<file path="config.mk">
export PLATFORM = sky130hd
export DESIGN_NAME = sce_ctrl
export DESIGN_NICKNAME = d
export VERILOG_FILES = /design/src/rtl/core/assert_macros.svh /design/src/rtl/core/sce_pkg.sv /design/src/rtl/core/sce_ctrl.sv
export SDC_FILE = /design/constraint.sdc
export NUM_CORES = 1
export LEC_CHECK = 0
export BUFFER_PORTS_ARGS = -buffer_cell sky130_fd_sc_hd__buf_4
export CAP_MARGIN = 20
export CORE_AREA = 2 2 39 41
export DETAILED_ROUTE_END_ITERATION = 16
export DIE_AREA = 0 0 41 43
export GPL_ROUTABILITY_DRIVEN = 0
export PLACE_DENSITY = 0.55
export SYNTH_ARGS = -nofsm -noshare
export SYNTH_HDL_FRONTEND = slang
export SYNTH_SLANG_ARGS = --single-unit
</file>
<file path="constraint.sdc">
create_clock -name clock -period 1.5 [get_ports clock]
set_clock_uncertainty 0.15 [all_clocks]
set_input_delay 0.15 -clock clock [delete_from_list [all_inputs] [get_ports clock]]
set_output_delay 0.15 -clock clock [all_outputs]
set_load 0.01 [all_outputs]
</file>
<file path="src/rtl/core/assert_macros.svh">
// Assertion macros shared by the RTL files that check their own behavior
`ifndef ASSERT_MACROS_SVH
`define ASSERT_MACROS_SVH
`ifndef NO_ASSERTIONS
// Check a property on every rising clock edge outside reset
`define SCE_ASSERT(label, clk, rst, prop, msg) \
   label: assert property (@(posedge clk) disable iff (rst) (prop)) else $error(msg);
// Check that a condition never holds outside reset
`define SCE_NEVER(label, clk, rst, cond, msg) \
   label: assert property (@(posedge clk) disable iff (rst) !(cond)) else $error(msg);
`else
`define SCE_ASSERT(label, clk, rst, prop, msg)
`define SCE_NEVER(label, clk, rst, cond, msg)
`endif
`endif

</file>
<file path="src/rtl/core/sce_pkg.sv">
// Types, codes and constants of the stack calculator engine
package sce_pkg;

   localparam int DEFAULT_STACK_DEPTH = 64;

   // Request codes
   localparam logic [2:0] REQ_PUSH = 3'd0;
   localparam logic [2:0] REQ_POP  = 3'd1;
   localparam logic [2:0] REQ_PEEK = 3'd2;
   localparam logic [2:0] REQ_ADD  = 3'd3;
   localparam logic [2:0] REQ_SUB  = 3'd4;
   localparam logic [2:0] REQ_MUL  = 3'd5;
   localparam logic [2:0] REQ_DIV  = 3'd6;

   // Status codes
   localparam logic [2:0] ST_OK    = 3'd0;
   localparam logic [2:0] ST_EMPTY = 3'd1;
   localparam logic [2:0] ST_UNDER = 3'd2;
   localparam logic [2:0] ST_OVER  = 3'd3;
   localparam logic [2:0] ST_DIVZ  = 3'd4;

   // Iteration counts of the shared multiply and divide steps
   localparam logic [6:0] MUL_STEPS = 7'd5;
   localparam logic [6:0] DIV_STEPS = 7'd96;
   localparam logic [6:0] NUM_BITS  = 7'd64;

   localparam logic [63:0] QMAX = 64'h7FFF_FFFF_FFFF_FFFF;
   localparam logic [63:0] QMIN = 64'h8000_0000_0000_0000;

   typedef struct packed {
      logic [2:0]         req_type;
      logic signed [63:0] operand_value;
   } sce_req_type;

   typedef struct packed {
      logic signed [63:0] result_value;
      logic [2:0]         status;
      logic [6:0]         entry_count;
   } sce_rsp_type;

   typedef enum logic [2:0] {
      S_IDLE,
      S_DECODE,
      S_RD1,
      S_RD2,
      S_EXEC,
      S_DONE
   } sce_state_type;

   // Commands from controller to datapath
   typedef struct packed {
      logic       accept;
      logic       push;
      logic       fail;
      logic [2:0] fail_code;
      logic       rd_next;
      logic       take_top;
      logic       cap_x1;
      logic       load_ops;
      logic       step;
      logic       commit;
      logic       emit;
   } sce_cmd_type;

   // Status from datapath to controller
   typedef struct packed {
      logic is_push;
      logic is_pop_peek;
      logic is_arith;
      logic depth_zero;
      logic depth_lt2;
      logic depth_full;
      logic op_done;
      logic out_free;
   } sce_stat_type;

endpackage

</file>
<file path="src/rtl/core/sce_ctrl.sv">
// Request sequencer of the stack calculator engine
module sce_ctrl
   import sce_pkg::*;
(
   input  logic         clock,
   input  logic         reset,
   input  logic         req_valid,
   output logic         req_stall,
   input  sce_stat_type stat,
   output sce_cmd_type  cmd
);

   sce_state_type state_ff, state_in;

   // Hold the state
   always_ff @(posedge clock) begin
      if (reset) begin
         state_ff <= S_IDLE;
      end else begin
         state_ff <= state_in;
      end
   end

   // Decide next state and commands
   always_comb begin
      state_in  = state_ff;
      cmd       = '0;
      req_stall = 1'b1;
      unique case (state_ff)
         S_IDLE: begin
            req_stall = 1'b0;
            if (req_valid) begin
               cmd.accept = 1'b1;
               state_in   = S_DECODE;
            end
         end
         S_DECODE: begin
            state_in = S_DONE;
            if (stat.is_push) begin
               if (stat.depth_full) begin
                  cmd.fail      = 1'b1;
                  cmd.fail_code = ST_OVER;
               end else begin
                  cmd.push = 1'b1;
               end
            end else if (stat.is_pop_peek) begin
               if (stat.depth_zero) begin
                  cmd.fail      = 1'b1;
                  cmd.fail_code = ST_EMPTY;
               end else begin
                  state_in = S_RD1;
               end
            end else if (stat.is_arith) begin
               if (stat.depth_lt2) begin
                  cmd.fail      = 1'b1;
                  cmd.fail_code = ST_UNDER;
               end else begin
                  state_in = S_RD1;
               end
            end else begin
               cmd.fail      = 1'b1;
               cmd.fail_code = ST_OK;
            end
         end
         S_RD1: begin
            if (stat.is_arith) begin
               cmd.cap_x1  = 1'b1;
               cmd.rd_next = 1'b1;
               state_in    = S_RD2;
            end else begin
               cmd.take_top = 1'b1;
               state_in     = S_DONE;
            end
         end
         S_RD2: begin
            cmd.load_ops = 1'b1;
            state_in     = S_EXEC;
         end
         S_EXEC: begin
            if (stat.op_done) begin
               cmd.commit = 1'b1;
               state_in   = S_DONE;
            end else begin
               cmd.step = 1'b1;
            end
         end
         S_DONE: begin
            if (stat.out_free) begin
               cmd.emit = 1'b1;
               state_in = S_IDLE;
            end
         end
         default: begin
            state_in = S_IDLE;
         end
      endcase
   end

endmodule

</file>
## Word level (Yosys, flattened, before mapping)

Cells that the tools add are included.

| operators by class | value |
|---|---|
| equality and inequality tests | 8 |
| muxes and demuxes | 31 |
| reductions and logical operators | 2 |

Operator list:

| operator | number |
|---|---|
| $mux 3 | 10 |
| $mux 4 | 6 |
| $pmux 3 s6 | 1 |
| $mux 1 | 12 |
| $eq 3x2->1 const B | 2 |
| $eq 3x3->1 const B | 2 |
| $ne 2x2->1 const B | 3 |
| $mux 5 | 1 |
| $eq 3x1->1 const B | 1 |
| $logic_not 3->1 | 1 |
| $reduce_and 3->1 | 1 |
| $mux 2 | 1 |

| storage, ports and cells | value |
|---|---|
| register bits | 3 |
| input bits | 11 |
| output and inout bits | 14 |
| logic and storage cells | 42 |

## Depth between registers and ports, before layout

| depth | value |
|---|---|
| depth after elaboration | 5 |
| mapped depth | 5 |
| mapped depth without buffers | 4 |

## Worst setup path after synthesis

No wires, ideal clock.

| timing path | value |
|---|---|
| path kind | register to output |
| start | register state_ff[0] |
| end | output port cmd[7] (netlist bit) |
| arrival time | 1048 ps |
| required time | 1200 ps |
| path slack | 152 ps |
| stages on the path, launching flop included | 5 |
| buffers on the path | 1 |
| path through | dfxtp_1 > buf_6 > inv_4 > or3_4 > a21oi_1 |

RTL lines:

| what | line | text |
|---|---|---|
| start, declared | sce_ctrl.sv:13 | `sce_state_type state_ff, state_in;` |
| start signal, assigned | sce_ctrl.sv:20 | `state_ff <= state_in;` |
| end, declared | sce_ctrl.sv:10 | `output sce_cmd_type cmd` |

==> out/results.tsv <==
stage	metric	value	unit
die	Core Area	1380	sq um
die	die area	1760	sq um
sta	fin crit period	1570	ps
synth	Synth Cell Area	335	sq um
layout	# nets final	94	
layout	Area Overhead vs Synth	94.8	%
synth	commonest cells in the netlist	nor2_1, a21oi_1, nand2_1, nor3_1	
setup_path	top cell family by delay on the critical path	simple AND/OR/NAND/NOR gates	
setup_path	Critical Path RT	1200	ps
synth	EDFF count, synth	0	
power	power per cell area	995	nW/um^2
power	Lkg Pwr	0.297	nW
synth	largest area contributor in the netlist	dfxtp_1	
synth	Area contributors post-synth	dfxtp_1, nor2_1, a21oi_1	
place	pre-CTS setup slack	134	ps
setup_path	r2r startpoint	state_ff[0]	
clock_network	# clock sinks	3	
global_routing	vias in the first global route	360	
layout	Fillers	148	
setup_path	crit path max fanout	4	
clock_network	Max Root-Sink Buffers	2	
flow_run	max-cap check violation count	0	
synth	Yosys reg bits	3	
synth	Synth Flop Type	dfxtp_1	
setup_path	crit path cell chain	inv_4 -> or3_4 -> a21oi_2 -> buf_4	
detailed_routing	# DRC	0	
die	Die Y	43	um
clock_network	TritonCTS clock tree	yes	
setup_path	WP data arrival	1270	ps
global_routing	largest net degree at the start of global routing	8	
clock_network	clock slew at reported path FFs	40	ps
detailed_routing	1st-pass router iterations	4	
power	Clk pwr share	22.2	%
setup_path	highest-delay cell along the critical path	or3_4	
sta	Final Slew Violations	0	
global_routing	GRT overflow	0	
synth	most common cell in the netlist	nor2_1	
sta	Highest Clock Rate	636	MHz
setup_path	worst setup path class	reg -> out	
sta	Final WS setup	-72.7	ps
die	Die X-Extent	41	um
sta	final worst path period share	105	%
setup_path	startpoint types	flop	
synth	yosys synthesis warning count	0	
setup_path	Setup crit end kind	output pin	
detailed_routing	vias	464	
setup_path	CP peak stage delay	390	ps
power	combinational share of power	58.1	%
die	Ports	25	
detailed_routing	DRT iter0 DRCs	6	
detailed_routing	routed len/inst	10.5	um
clock_network	CTS Buf Count	3	
layout	share of cells above drive strength 1	58.5	%
power	switch share	37.9	%
power	Switch Pwr	0.246	mW
sta	endpoints failing setup	3	
power	P_int	0.404	mW
hold_path	worst min path class	in -> reg	
clock_network	Max H-tree Level	1	
global_routing	GRT Util Overall	11.5	%
power	Worst VDD drop	0.462	mV
hold_path	Hold Crit Start	stat[0]	
global_routing	antenna violations before repair	0	
synth	share of the synthesized area in the top cell type	17.9	%
die	Placement Rows	14	
place	Detailed Place HPWL	737	um
clock_network	CTS Root Cell	clkbuf_4	
layout	max reg flops	3	
global_routing	first-pass GRT wire length	1360	um
detailed_routing	Vias per Instance	4.73	
setup_path	crit path from	state_ff[0]	
detailed_routing	Detail Route Antenna Nets	0	
layout	final non-filler cell total	98	
detailed_routing	Detailed Route WL	1030	um
layout	Antenna Cells	0	
synth	count of cell types in the netlist	25	
die	initial core utilization	24.2	%
run_status	outcome	complete, but fails checks	
place	Port Buf Inserts	23	
place	dpl cells	90	
sta	RSZ-0062 raised after global routing	true	
layout	largest register by flop count	state_ff	
synth	Syn Nets	63	
synth	sequential fraction of the synthesis area	17.9	%
synth	Syn Area/Cell	6.45	sq um
power	Flop pwr share	19.7	%
synth	ys async rst share	0	%
run_status	failing checks	setup timing	
sta	final hold vios	0	
setup_path	crit path buf inv count	2	
clock_network	later-pin clock latency in the skew report	240	ps
layout	biggest regs	state_ff (3)	
synth	Cells after Synth	52	
what timing repair did:
action / in CTS / in global routing
hold buffers: 1 / 0
gates resized for setup: 11 / 8
setup buffers: 3 / 0
endpoints found under the hold margin: 1 / 0
pin swaps: 1 / 1
setup endpoints to repair: 9 / 12
metrics by stage:
stage / hold slack (ps) / TNS (ps) / cell area, sq um / utilization [%] / total power, mW
finish: 57.1 / -189 / 653 / 47.2 / 0.650
global route: 62.3 / -338 / 653 / 47.2 / 0.697
CTS: 45.4 / -276 / 623 / 45.0 / 0.630
detailed placement: 193 / 0 / 517 / 37.3 / 0.396
global placement: 195 / 0 / 517 / 37.3 / 0.394
floorplan: 71.9 / 0 / 335 / - / 0.288
final timing paths:
path,to,slack (ps),depth (start not counted)
worst min-delay path,state_ff[0],60,4
worst max register to register,state_ff[2],160,6
worst max-delay path,cmd[7],-70,4
worst min register to register,state_ff[0],550,3
logic make-up after synthesis:
family | Yosys count | synth area share, %
compound gates | 11 | 20.2
buf+inv | 7 | 13.1
flops | 3 | 17.9
other cells | 1 | 1.12
simple gates | 30 | 47.8
cells in the final DEF, fill, tap and decap left out, drive strengths merged, types with 2 or more instances in the layout:
master / synthesis / final
dfxtp: 3 / 3
a21oi: 5 / 5
nor2: 8 / 8
nor3b: 2 / 2
nor3: 5 / 5
nand2b: 2 / 2
nand2: 5 / 5
or3: 2 / 2
nor2b: 2 / 2
buf: 3 / 28
clkbuf: 0 / 4
inv: 4 / 4
nand3: 2 / 2
per-layer routing:
| layer | part of all wire, % | vias to the layer above | track usage, % | wire length [um] |
|---|---|---|---|---|
| li1 | - | 235 | - | - |
| met1 | 37 | 210 | 11.6 | 381 |
| met2 | 54 | 17 | 20.0 | 552 |
| met3 | 7.4 | 2 | 0 | 76 |
| met4 | 2.0 | 0 | 10.0 | 21 |
| met5 | 0 | - | 0 | 0 |
power groups by stage:
stage / logic (mW) / registers (mW) / clock network, mW
detailed placement: 0.279 / 0.117 / 0
global route: 0.409 / 0.132 / 0.157
global placement: 0.279 / 0.116 / 0
CTS: 0.349 / 0.128 / 0.153
floorplan: 0.180 / 0.109 / 0
finish: 0.378 / 0.128 / 0.144
worst min-delay path: stages:
cell	delay, ps
buf_4	80
nor3_1	50
nand2_1	60
a21oi_1	50
area by class of cell:
type                            instances  area (sq um)  area share [%]
Clock buffer                            4          26.3            4.02
Inverter                                4          17.5            2.68
Sequential cell                         3          66.3            10.2
Multi-Input combinational cell         42           295            45.2
Timing Repair Buffer                   29           228            34.9
Tap cell                               16          20.0            3.07
Power figures use the tool's default switching activity.
